**config.mk**
```make
export PLATFORM = sky130hd
export DESIGN_NAME = brake_blink_and_wheel_speed_timer_top
export DESIGN_NICKNAME = d
export VERILOG_FILES = /design/src/sv/bbwst_pkg.sv /design/src/sv/brake_blink_and_wheel_speed_timer_top.sv /design/src/sv/bbwst_div.sv
export SDC_FILE = /design/constraint.sdc
export NUM_CORES = 1
export LEC_CHECK = 0
export ABC_AREA = 1
export BUFFER_PORTS_ARGS = -buffer_cell sky130_fd_sc_hd__clkbuf_2
export CORE_UTILIZATION = 61
export CTS_BUF_LIST = sky130_fd_sc_hd__clkbuf_16
export DETAILED_ROUTE_END_ITERATION = 8
export PLACE_DENSITY = 0.8
export SYNTH_ARGS = -nofsm -noshare
export SYNTH_HDL_FRONTEND = slang
export SYNTH_SLANG_ARGS = --single-unit
```
**constraint.sdc**
```tcl
create_clock -name clk -period 7.24 [get_ports clk]
set_input_delay 2.172 -clock clk [delete_from_list [all_inputs] [get_ports clk]]
set_output_delay 2.172 -clock clk [all_outputs]
set_load 0.005 [all_outputs]
```
**src/sv/bbwst_pkg.sv**
```systemverilog
`default_nettype none

package bbwst_pkg;

  localparam int ADC_BITS_DEF = 12;

  localparam int SMP_FIELD_W = 12;
  localparam int TIME_W      = 32;
  localparam int THR_W       = 13;
  localparam int IND_W       = 6;
  localparam int LOCK_W      = 16;
  localparam int NUM_W       = 24;
  localparam int SPD_W       = 16;
  localparam int BHALF_W     = 3;
  localparam int IDX_W       = 3;

  localparam int IN_DATA_W  = 48;
  localparam int OUT_DATA_W = 24;

  localparam logic MODE_TICK  = 1'b0;
  localparam logic MODE_PULSE = 1'b1;

  localparam logic [IDX_W-1:0] REG_BRAKE_OFF  = 3'd0;
  localparam logic [IDX_W-1:0] REG_BRAKE_MID  = 3'd1;
  localparam logic [IDX_W-1:0] REG_BRAKE_HIGH = 3'd2;
  localparam logic [IDX_W-1:0] REG_IND_HALF   = 3'd3;
  localparam logic [IDX_W-1:0] REG_LOCKOUT    = 3'd4;
  localparam logic [IDX_W-1:0] REG_NUMERATOR  = 3'd5;

  localparam logic [THR_W-1:0]   BRAKE_OFF_RST  = 13'd757;
  localparam logic [THR_W-1:0]   BRAKE_MID_RST  = 13'd2103;
  localparam logic [THR_W-1:0]   BRAKE_HIGH_RST = 13'd2944;
  localparam logic [IND_W-1:0]   IND_HALF_RST   = 6'd8;
  localparam logic [LOCK_W-1:0]  LOCKOUT_RST    = 16'd100;
  localparam logic [NUM_W-1:0]   NUMERATOR_RST  = 24'd67824;

  localparam logic [BHALF_W-1:0] BRAKE_HALF_RST  = 3'd5;
  localparam logic [BHALF_W-1:0] BRAKE_COUNT_RST = 3'd4;
  localparam logic [IND_W-1:0]   IND_COUNT_RST   = 6'd4;

endpackage

`default_nettype wire

```
**src/sv/brake_blink_and_wheel_speed_timer_top.sv**
```systemverilog
// channel | dir | handshake                   | payload
// in_     | in  | in_tvalid / in_tready       | tuser: mode; tdata: brake_sample, time_ms
// out_    | out | out_tvalid / out_tready     | tdata: speed, brake, left, right, pulse_seen
// cfg_    | in  | cfg_valid / cfg_ready       | cfg_index, cfg_data
//
// A wheel pulse gives no word; in_tready stays high.
// A tick's word enters the output register when the bit-serial 24-step divider
// is done and the output register is free, so no new tick is taken before then;
// in_tready is low from the tick until its word enters the output register.
// A waiting output word holds back the next tick's result, and with it acceptance.
// Reset is synchronous, active low, with no clearing pass; cfg_ready is always high.
`default_nettype none

module brake_blink_and_wheel_speed_timer_top #(
  parameter int ADC_BITS = bbwst_pkg::ADC_BITS_DEF
) (
  input  wire logic                                clk,
  input  wire logic                                rst_n,
  input  wire logic                                in_tvalid,
  output logic                                     in_tready,
  // [11:0] brake_sample, [43:12] time_ms, [47:44] zero
  input  wire logic [bbwst_pkg::IN_DATA_W-1:0]     in_tdata,
  // [0] mode
  input  wire logic                                in_tuser,
  output logic                                     out_tvalid,
  input  wire logic                                out_tready,
  // [15:0] speed_tenths_kmh, [16] brake_light, [17] left_indicator,
  // [18] right_indicator, [19] pulse_seen, [23:20] zero
  output logic [bbwst_pkg::OUT_DATA_W-1:0]         out_tdata,
  input  wire logic                                cfg_valid,
  output logic                                     cfg_ready,
  input  wire logic [bbwst_pkg::IDX_W-1:0]         cfg_index,
  input  wire logic [bbwst_pkg::NUM_W-1:0]         cfg_data
);

  localparam int SMP_W = (ADC_BITS < bbwst_pkg::SMP_FIELD_W) ? ADC_BITS
                                                             : bbwst_pkg::SMP_FIELD_W;
  localparam int THR_W = bbwst_pkg::THR_W;
  localparam int IND_W = bbwst_pkg::IND_W;
  localparam int TW    = bbwst_pkg::TIME_W;
  localparam int BW    = bbwst_pkg::BHALF_W;
  localparam int MCW   = $clog2(IND_W + 1);

  localparam logic [1:0] ST_IDLE = 2'd0;
  localparam logic [1:0] ST_RUN  = 2'd1;
  localparam logic [1:0] ST_HOLD = 2'd2;

  function automatic logic [BW-1:0] brake_next(input logic [BW-1:0] half,
                                               input logic [BW-1:0] count);
    logic [BW-1:0] r;
    if (count == '0) begin
      r = half - BW'(1);
    end else begin
      r = count - BW'(1);
      for (int k = 0; k < 3; k++) begin
        if (r >= half) r = r - half;
      end
    end
    return r;
  endfunction

  logic [THR_W-1:0]              off_thr_r, mid_thr_r, high_thr_r;
  logic [IND_W-1:0]              ind_cfg_r;
  logic [bbwst_pkg::LOCK_W-1:0]  lockout_r;
  logic [bbwst_pkg::NUM_W-1:0]   numer_r;

  logic [BW-1:0]    bhalf_r, bhalf_nxt;
  logic [BW-1:0]    bcount_r, bcount_nxt;
  logic             blight_r, blight_nxt;
  logic [IND_W-1:0] icount_r, icount_nxt;
  logic             ion_r, ion_nxt;
  logic [TW-1:0]    last_r, last_nxt;
  logic [TW-1:0]    interval_r, interval_nxt;
  logic             seen_r, seen_nxt;

  logic [1:0]       state_r, state_nxt;
  logic [MCW-1:0]   mcnt_r, mcnt_nxt;
  logic [IND_W-1:0] mnum_r, mnum_nxt;
  logic [IND_W-1:0] mrem_r, mrem_nxt;
  logic [IND_W-1:0] mhalf_r, mhalf_nxt;
  logic             mzero_r, mzero_nxt;

  logic                                out_valid_r, out_valid_nxt;
  logic [bbwst_pkg::OUT_DATA_W-1:0]    out_data_r, out_data_nxt;

  logic                     in_acc, tick_acc, pulse_acc, cfg_acc;
  logic [THR_W-1:0]         sample;
  logic                     steady;
  logic [TW-1:0]            elapsed;
  logic [IND_W:0]           mrem_sh;
  logic [IND_W:0]           mdiff;
  logic                     load;
  logic                     div_done;
  logic [bbwst_pkg::SPD_W-1:0] speed;

  assign in_tready = (state_r == ST_IDLE);
  assign cfg_ready = 1'b1;
  assign in_acc    = in_tvalid && in_tready;
  assign tick_acc  = in_acc && (in_tuser == bbwst_pkg::MODE_TICK);
  assign pulse_acc = in_acc && (in_tuser == bbwst_pkg::MODE_PULSE);
  assign cfg_acc   = cfg_valid && cfg_ready;

  assign sample  = {{(THR_W - SMP_W){1'b0}}, in_tdata[SMP_W-1:0]};
  assign steady  = (sample < off_thr_r);
  assign elapsed = in_tdata[TW+bbwst_pkg::SMP_FIELD_W-1:bbwst_pkg::SMP_FIELD_W] - last_r;

  bbwst_div u_div (
    .clk   (clk),
    .rst_n (rst_n),
    .start (tick_acc),
    .num   (numer_r),
    .den   (interval_r),
    .done  (div_done),
    .quot  (speed)
  );

  always_comb begin
    bhalf_nxt    = bhalf_r;
    bcount_nxt   = bcount_r;
    blight_nxt   = blight_r;
    ion_nxt      = ion_r;
    icount_nxt   = icount_r;
    last_nxt     = last_r;
    interval_nxt = interval_r;
    seen_nxt     = seen_r;
    mcnt_nxt     = mcnt_r;
    mnum_nxt     = mnum_r;
    mrem_nxt     = mrem_r;
    mhalf_nxt    = mhalf_r;
    mzero_nxt    = mzero_r;

    mrem_sh = {mrem_r, mnum_r[IND_W-1]};
    mdiff   = mrem_sh - {1'b0, mhalf_r};

    if (pulse_acc && (!seen_r || (elapsed >= TW'(lockout_r)))) begin
      interval_nxt = elapsed;
      last_nxt     = in_tdata[TW+bbwst_pkg::SMP_FIELD_W-1:bbwst_pkg::SMP_FIELD_W];
      seen_nxt     = 1'b1;
    end

    if (tick_acc) begin
      if (!steady) begin
        if (sample < mid_thr_r)       bhalf_nxt = BW'(3);
        else if (sample < high_thr_r) bhalf_nxt = BW'(2);
        else                          bhalf_nxt = BW'(1);
      end
      blight_nxt = steady ? 1'b1 : (blight_r ^ (bcount_r == '0));
      bcount_nxt = brake_next(bhalf_nxt, bcount_r);
      ion_nxt    = ion_r ^ (icount_r == '0);
      mhalf_nxt  = (ind_cfg_r == '0) ? IND_W'(1) : ind_cfg_r;
      mnum_nxt   = icount_r - IND_W'(1);
      mzero_nxt  = (icount_r == '0);
      mrem_nxt   = '0;
      mcnt_nxt   = MCW'(IND_W);
    end else if (mcnt_r != '0) begin
      mnum_nxt = {mnum_r[IND_W-2:0], 1'b0};
      mrem_nxt = (mrem_sh >= {1'b0, mhalf_r}) ? mdiff[IND_W-1:0] : mrem_sh[IND_W-1:0];
      mcnt_nxt = mcnt_r - MCW'(1);
      if (mcnt_r == MCW'(1)) begin
        icount_nxt = mzero_r ? (mhalf_r - IND_W'(1)) : mrem_nxt;
      end
    end
  end

  always_comb begin
    state_nxt = state_r;
    load      = 1'b0;
    unique case (state_r)
      ST_IDLE: begin
        if (tick_acc) state_nxt = ST_RUN;
      end
      ST_RUN: begin
        if (div_done) begin
          if (!out_valid_r || out_tready) begin
            load      = 1'b1;
            state_nxt = ST_IDLE;
          end else begin
            state_nxt = ST_HOLD;
          end
        end
      end
      ST_HOLD: begin
        if (!out_valid_r || out_tready) begin
          load      = 1'b1;
          state_nxt = ST_IDLE;
        end
      end
      default: state_nxt = ST_IDLE;
    endcase

    out_data_nxt  = out_data_r;
    out_valid_nxt = out_valid_r;
    if (load) begin
      out_valid_nxt = 1'b1;
      out_data_nxt  = {4'b0000, seen_r, ion_r, ion_r, blight_r, speed};
    end else if (out_tready) begin
      out_valid_nxt = 1'b0;
    end
  end

  always_ff @(posedge clk) begin
    if (!rst_n) begin
      off_thr_r   <= bbwst_pkg::BRAKE_OFF_RST;
      mid_thr_r   <= bbwst_pkg::BRAKE_MID_RST;
      high_thr_r  <= bbwst_pkg::BRAKE_HIGH_RST;
      ind_cfg_r   <= bbwst_pkg::IND_HALF_RST;
      lockout_r   <= bbwst_pkg::LOCKOUT_RST;
      numer_r     <= bbwst_pkg::NUMERATOR_RST;
    end else if (cfg_acc) begin
      unique case (cfg_index)
        bbwst_pkg::REG_BRAKE_OFF:  off_thr_r  <= cfg_data[THR_W-1:0];
        bbwst_pkg::REG_BRAKE_MID:  mid_thr_r  <= cfg_data[THR_W-1:0];
        bbwst_pkg::REG_BRAKE_HIGH: high_thr_r <= cfg_data[THR_W-1:0];
        bbwst_pkg::REG_IND_HALF:   ind_cfg_r  <= cfg_data[IND_W-1:0];
        bbwst_pkg::REG_LOCKOUT:    lockout_r  <= cfg_data[bbwst_pkg::LOCK_W-1:0];
        bbwst_pkg::REG_NUMERATOR:  numer_r    <= cfg_data;
        default: ;
      endcase
    end
  end

  always_ff @(posedge clk) begin
    if (!rst_n) begin
      bhalf_r     <= bbwst_pkg::BRAKE_HALF_RST;
      bcount_r    <= bbwst_pkg::BRAKE_COUNT_RST;
      blight_r    <= 1'b0;
      icount_r    <= bbwst_pkg::IND_COUNT_RST;
      ion_r       <= 1'b0;
      last_r      <= '0;
      interval_r  <= '0;
      seen_r      <= 1'b0;
      state_r     <= ST_IDLE;
      mcnt_r      <= '0;
      out_valid_r <= 1'b0;
    end else begin
      bhalf_r     <= bhalf_nxt;
      bcount_r    <= bcount_nxt;
      blight_r    <= blight_nxt;
      icount_r    <= icount_nxt;
      ion_r       <= ion_nxt;
      last_r      <= last_nxt;
      interval_r  <= interval_nxt;
      seen_r      <= seen_nxt;
      state_r     <= state_nxt;
      mcnt_r      <= mcnt_nxt;
      out_valid_r <= out_valid_nxt;
    end
  end

  always_ff @(posedge clk) begin
    mnum_r     <= mnum_nxt;
    mrem_r     <= mrem_nxt;
    mhalf_r    <= mhalf_nxt;
    mzero_r    <= mzero_nxt;
    out_data_r <= out_data_nxt;
  end

  assign out_tvalid = out_valid_r;
  assign out_tdata  = out_data_r;

endmodule

`default_nettype wire

```
**src/sv/bbwst_div.sv**
```systemverilog
`default_nettype none

module bbwst_div (
  input  wire logic                             clk,
  input  wire logic                             rst_n,
  input  wire logic                             start,
  input  wire logic [bbwst_pkg::NUM_W-1:0]      num,
  input  wire logic [bbwst_pkg::TIME_W-1:0]     den,
  output logic                                  done,
  output logic [bbwst_pkg::SPD_W-1:0]           quot
);

  localparam int NW  = bbwst_pkg::NUM_W;
  localparam int DW  = bbwst_pkg::TIME_W;
  localparam int SW  = bbwst_pkg::SPD_W;
  localparam int CW  = $clog2(NW + 1);

  logic [NW-1:0] num_sh_r, num_sh_nxt;
  logic [NW-1:0] rem_r, rem_nxt;
  logic [NW-1:0] quo_r, quo_nxt;
  logic [CW-1:0] cnt_r, cnt_nxt;
  logic          busy_r, busy_nxt;
  logic          done_r, done_nxt;
  logic          zero_r, zero_nxt;

  logic [NW:0]   rem_sh;
  logic [NW:0]   diff;
  logic          ge;

  always_comb begin
    rem_sh = {rem_r, num_sh_r[NW-1]};
    ge     = (den[DW-1:NW+1] == '0) && (rem_sh >= den[NW:0]);
    diff   = rem_sh - den[NW:0];

    num_sh_nxt = num_sh_r;
    rem_nxt    = rem_r;
    quo_nxt    = quo_r;
    cnt_nxt    = cnt_r;
    busy_nxt   = busy_r;
    done_nxt   = 1'b0;
    zero_nxt   = zero_r;

    if (start) begin
      num_sh_nxt = num;
      rem_nxt    = '0;
      quo_nxt    = '0;
      cnt_nxt    = CW'(NW);
      busy_nxt   = 1'b1;
      zero_nxt   = (den == '0);
    end else if (busy_r) begin
      num_sh_nxt = {num_sh_r[NW-2:0], 1'b0};
      rem_nxt    = ge ? diff[NW-1:0] : rem_sh[NW-1:0];
      quo_nxt    = {quo_r[NW-2:0], ge};
      cnt_nxt    = cnt_r - CW'(1);
      if (cnt_r == CW'(1)) begin
        busy_nxt = 1'b0;
        done_nxt = 1'b1;
      end
    end
  end

  always_ff @(posedge clk) begin
    if (!rst_n) begin
      busy_r <= 1'b0;
      done_r <= 1'b0;
      cnt_r  <= '0;
    end else begin
      busy_r <= busy_nxt;
      done_r <= done_nxt;
      cnt_r  <= cnt_nxt;
    end
  end

  always_ff @(posedge clk) begin
    num_sh_r <= num_sh_nxt;
    rem_r    <= rem_nxt;
    quo_r    <= quo_nxt;
    zero_r   <= zero_nxt;
  end

  assign done = done_r;
  assign quot = (zero_r || (quo_r[NW-1:SW] != '0)) ? '1 : quo_r[SW-1:0];

endmodule

`default_nettype wire

```
==> reports/metrics.json <==
{
  "clock_sink_count": 288,
  "synth_top_area_frac": 0.267,
  "synth_sequential_area_ratio": 0.366,
  "synth_async_sr_flop_share": 0,
  "ys_ff_latch": 288,
  "synth_cell_types": 54,
  "ys_top_cells_by_area": "sky130_fd_sc_hd__dfxtp_1, sky130_fd_sc_hd__nand2_1, sky130_fd_sc_hd__edfxtp_1",
  "die_width_um": 170,
  "place.port_buffers": 98,
  "num-nets-final": 2679,
  "clock_pin_slew_on_the_worst_setup_and_hold_paths_ns": 0.06,
  "final_antenna_net_count": 0,
  "initial_utilization": 0.621,
  "multiInputGateArea_sq_um": 9220,
  "track_usage": 0.279,
  "initial_antenna_violation_count": 0,
  "syn_inst_count": 2403,
  "pre_cts_slack_ns": 0.0349,
  "clock_latency_at_the_later_pin_of_the_worst_skew_pair_ns": 0.56,
  "synth_enable_flop_cells": 57,
  "max-cap-violations": 0,
  "outcome": "finished, final reports clean",
  "io_pins": 108,
  "worst_slack_ns": 0.536,
  "place_congestion": 0.919,
  "setup_violations": 0,
  "dp.final_hpwl_um": 28600,
  "post_synth_instance_area_sq_um": 17300,
  "synthesis_to_finish_area_growth_pct": 10.4,
  "slowest_delay_ns": 0.47,
  "critical-path-top-delay-family": "compound AO/OA/AOI/OAI gates",
  "layout.cell_area.non_filler_sq_um": 19100,
  "worstSetupPathType": "in2reg",
  "detailed_place.area_sq_um": 18000,
  "vias": 15300,
  "synth_largest_area_cell": "sky130_fd_sc_hd__dfxtp_1",
  "mapped_avg_cell_area_sq_um": 7.20,
  "area.sequential_sq_um": 6340,
  "timing.fmax_mhz": 149,
  "worstSetupStartpointType": "input pin",
  "holdCritPathClass": "reg2reg",
  "vias_per_cell": 5.36,
  "cp_slowest_cell": "sky130_fd_sc_hd__fa_1",
  "finalHoldViolCount": 0,
  "count_of_h_tree_levels_built_during_cts": 1,
  "pin_count_of_the_biggest_net_entering_global_routing": 116,
  "clock_tree.root_cell": "sky130_fd_sc_hd__clkbuf_16",
  "layout_cells_sized_above_1": 0.0971,
  "drc_errors": 0,
  "critical_path_data_required_time_ns": 7.67,
  "global_route.overflow_total": 0,
  "finalCritPeriodShare": 0.926,
  "critical_path.endpoint_type": "register",
  "drt-total-wl_um": 39700,
  "post_cts_buffers": 0,
  "numPlacedInstances": 2805,
  "timing.critical_path.arrival_ns": 7.14,
  "final.min_clock_period_ns": 6.70,
  "max-clock-path-buffers": 3,
  "power.leakage_nw": 9.26,
  "grt_pass1_vias": 14500,
  "worstPathMaxFanout": 5,
  "finalMaxSlewViolations": 0,
  "die_area_sq_um": 29000,
  "yosysWarningCount": 0,
  "tritoncts.num_buffers": 30,
  "drt_pre_antenna_iters": 5,
  "avgRoutedWirePerCell_um": 13.9,
  "antenna-diode-count": 0,
  "synth_top_flop_cell": "sky130_fd_sc_hd__dfxtp_1",
  "fin_worst_skew_ns": 0.0134,
  "core_occupancy_in_the_finished_layout": 0.685,
  "core_area_sq_um": 27900,
  "actual_transition_at_the_worst_max_transition_pin_ns": 1.08,
  "layout.cells.non_filler": 2861,
  "chip_height_um": 170,
  "synth.cells.most_frequent": "sky130_fd_sc_hd__nand2_1, sky130_fd_sc_hd__inv_1, sky130_fd_sc_hd__nor2_1, sky130_fd_sc_hd__dfxtp_1, sky130_fd_sc_hd__a21oi_1",
  "fillCellCount": 2408,
  "placement_rows": 61,
  "post-synth-top-count-cell": "sky130_fd_sc_hd__nand2_1",
  "drt_first_iter_violations": 1121,
  "power.ir.vdd_worst_v": 0.000309,
  "power.density_nw_per_um2": 380,
  "grt_first_pass_wirelength_um": 66900,
  "worst-path-buf-inv": 4,
  "maxSlewHeadroom": 0.279,
  "tritoncts": "yes"
}
power breakdown:
part	internal [mW]	switching (mW)
registers	1.94	0.157
logic	1.37	2.15
clock network	0.977	0.655
metrics by stage:
stage	hold slack, ns	TNS (ns)	power, mW
after floorplan	0.408	0	4.75
final	0.438	0	7.25
after global routing	0.453	-0.0129	7.87
after CTS	0.440	0	7.22
after global placement	0.417	0	5.44
after detailed placement	0.433	0	5.57
layout make-up:
cell class	count	share of cell area
repair buffers	116	0.0336
inverters	363	0.0714
well taps	378	0.0248
clock buffers	32	0.0420
clock inverters	24	0.0135
multi-input cells	1660	0.483
flip-flops and latches	288	0.332
timing repair:
action | 4_1_cts | 5_1_grt
gates resized for setup | 0 | 2
hold buffers | 0 | 0
setup endpoints to repair | 0 | 1
layout by cell type, fill, tap and decap left out, types with 3 or more instances in the layout:
master,netlist,routed
sky130_fd_sc_hd__nand2_1,595,595
sky130_fd_sc_hd__inv_1,352,354
sky130_fd_sc_hd__nor2_1,235,233
sky130_fd_sc_hd__dfxtp_1,231,231
sky130_fd_sc_hd__a21oi_1,150,150
sky130_fd_sc_hd__o21ai_0,136,135
sky130_fd_sc_hd__ha_1,133,133
sky130_fd_sc_hd__clkbuf_2,0,97
sky130_fd_sc_hd__nand3_1,74,73
sky130_fd_sc_hd__nand3b_1,61,61
sky130_fd_sc_hd__edfxtp_1,57,57
sky130_fd_sc_hd__a21oi_2,34,34
sky130_fd_sc_hd__xor2_1,33,33
sky130_fd_sc_hd__clkbuf_16,0,32
sky130_fd_sc_hd__o211ai_1,26,26
sky130_fd_sc_hd__a22oi_1,24,24
sky130_fd_sc_hd__nor3_1,21,20
sky130_fd_sc_hd__buf_4,6,18
sky130_fd_sc_hd__xnor2_1,17,17
sky130_fd_sc_hd__nand4_1,15,15
sky130_fd_sc_hd__nor4_1,11,11
sky130_fd_sc_hd__inv_2,10,10
sky130_fd_sc_hd__a31oi_1,11,10
sky130_fd_sc_hd__nand2_2,9,9
sky130_fd_sc_hd__nor2_2,7,8
sky130_fd_sc_hd__a211oi_1,6,6
sky130_fd_sc_hd__o22ai_1,6,6
sky130_fd_sc_hd__o21bai_1,6,6
sky130_fd_sc_hd__fa_1,6,6
sky130_fd_sc_hd__clkinv_2,0,6
sky130_fd_sc_hd__nand3_2,5,5
sky130_fd_sc_hd__clkinv_1,1,5
sky130_fd_sc_hd__conb_1,2,5
sky130_fd_sc_hd__bufinv_16,0,5
sky130_fd_sc_hd__a21o_1,4,4
sky130_fd_sc_hd__o21a_1,4,4
sky130_fd_sc_hd__a221oi_1,3,3
sky130_fd_sc_hd__clkinvlp_4,0,3
sky130_fd_sc_hd__clkinv_4,0,3
cells by family after synthesis:
kind of cell,count (synthesis),synth area share
compound gates,422,0.144
xor+xnor,50,0.0253
fa+ha+maj,139,0.103
buf+inv,458,0.104
flops,288,0.366
mux,2,0.00123
other cells,2,0.000434
simple gates,1042,0.256
worst reg2reg max path, delay by kind of cell (launching register included):
family / cells / cell delay (ns)
AO/OA/AOI/OAI: 10 / 1.93
adder cells (fa/ha/maj): 5 / 1.76
multiplexers: 1 / 0.39
buffers and inverters: 4 / 0.38
flip-flops: 1 / 0.31
AND/OR/NAND/NOR: 4 / 0.31
XOR/XNOR: 1 / 0.14
final timing paths:
check                                  start           to  cells after the start  slack, ns
worst max-delay path             in_tdata[4]  bcount_r[1]                     25       0.54
worst min-delay path            ind_cfg_r[1]   mhalf_r[1]                      0       0.44
worst max register to register  mid_thr_r[4]  bcount_r[1]                     25       1.91
worst min register to register  ind_cfg_r[1]   mhalf_r[1]                      0       0.44
routing by layer:
metal	up-vias	global-route usage	wire length, um
met5	-	0	0
met1	6987	0.366	18100
met4	0	0.101	1360
met2	383	0.474	18500
met3	89	0.0307	1790
li1	7864	-	-
flip-flops by register name, indices dropped and copies added, names as in the netlist, 13 cells and up:
name	count
high_thr_r	13
interval_r	32
last_r	32
lockout_r	16
mid_thr_r	13
numer_r	24
off_thr_r	13
out_tdata	19
u_div.num_sh_r	24
u_div.quo_r	24
u_div.rem_r	24
No activity file was read; power rests on OpenSTA's default activity.
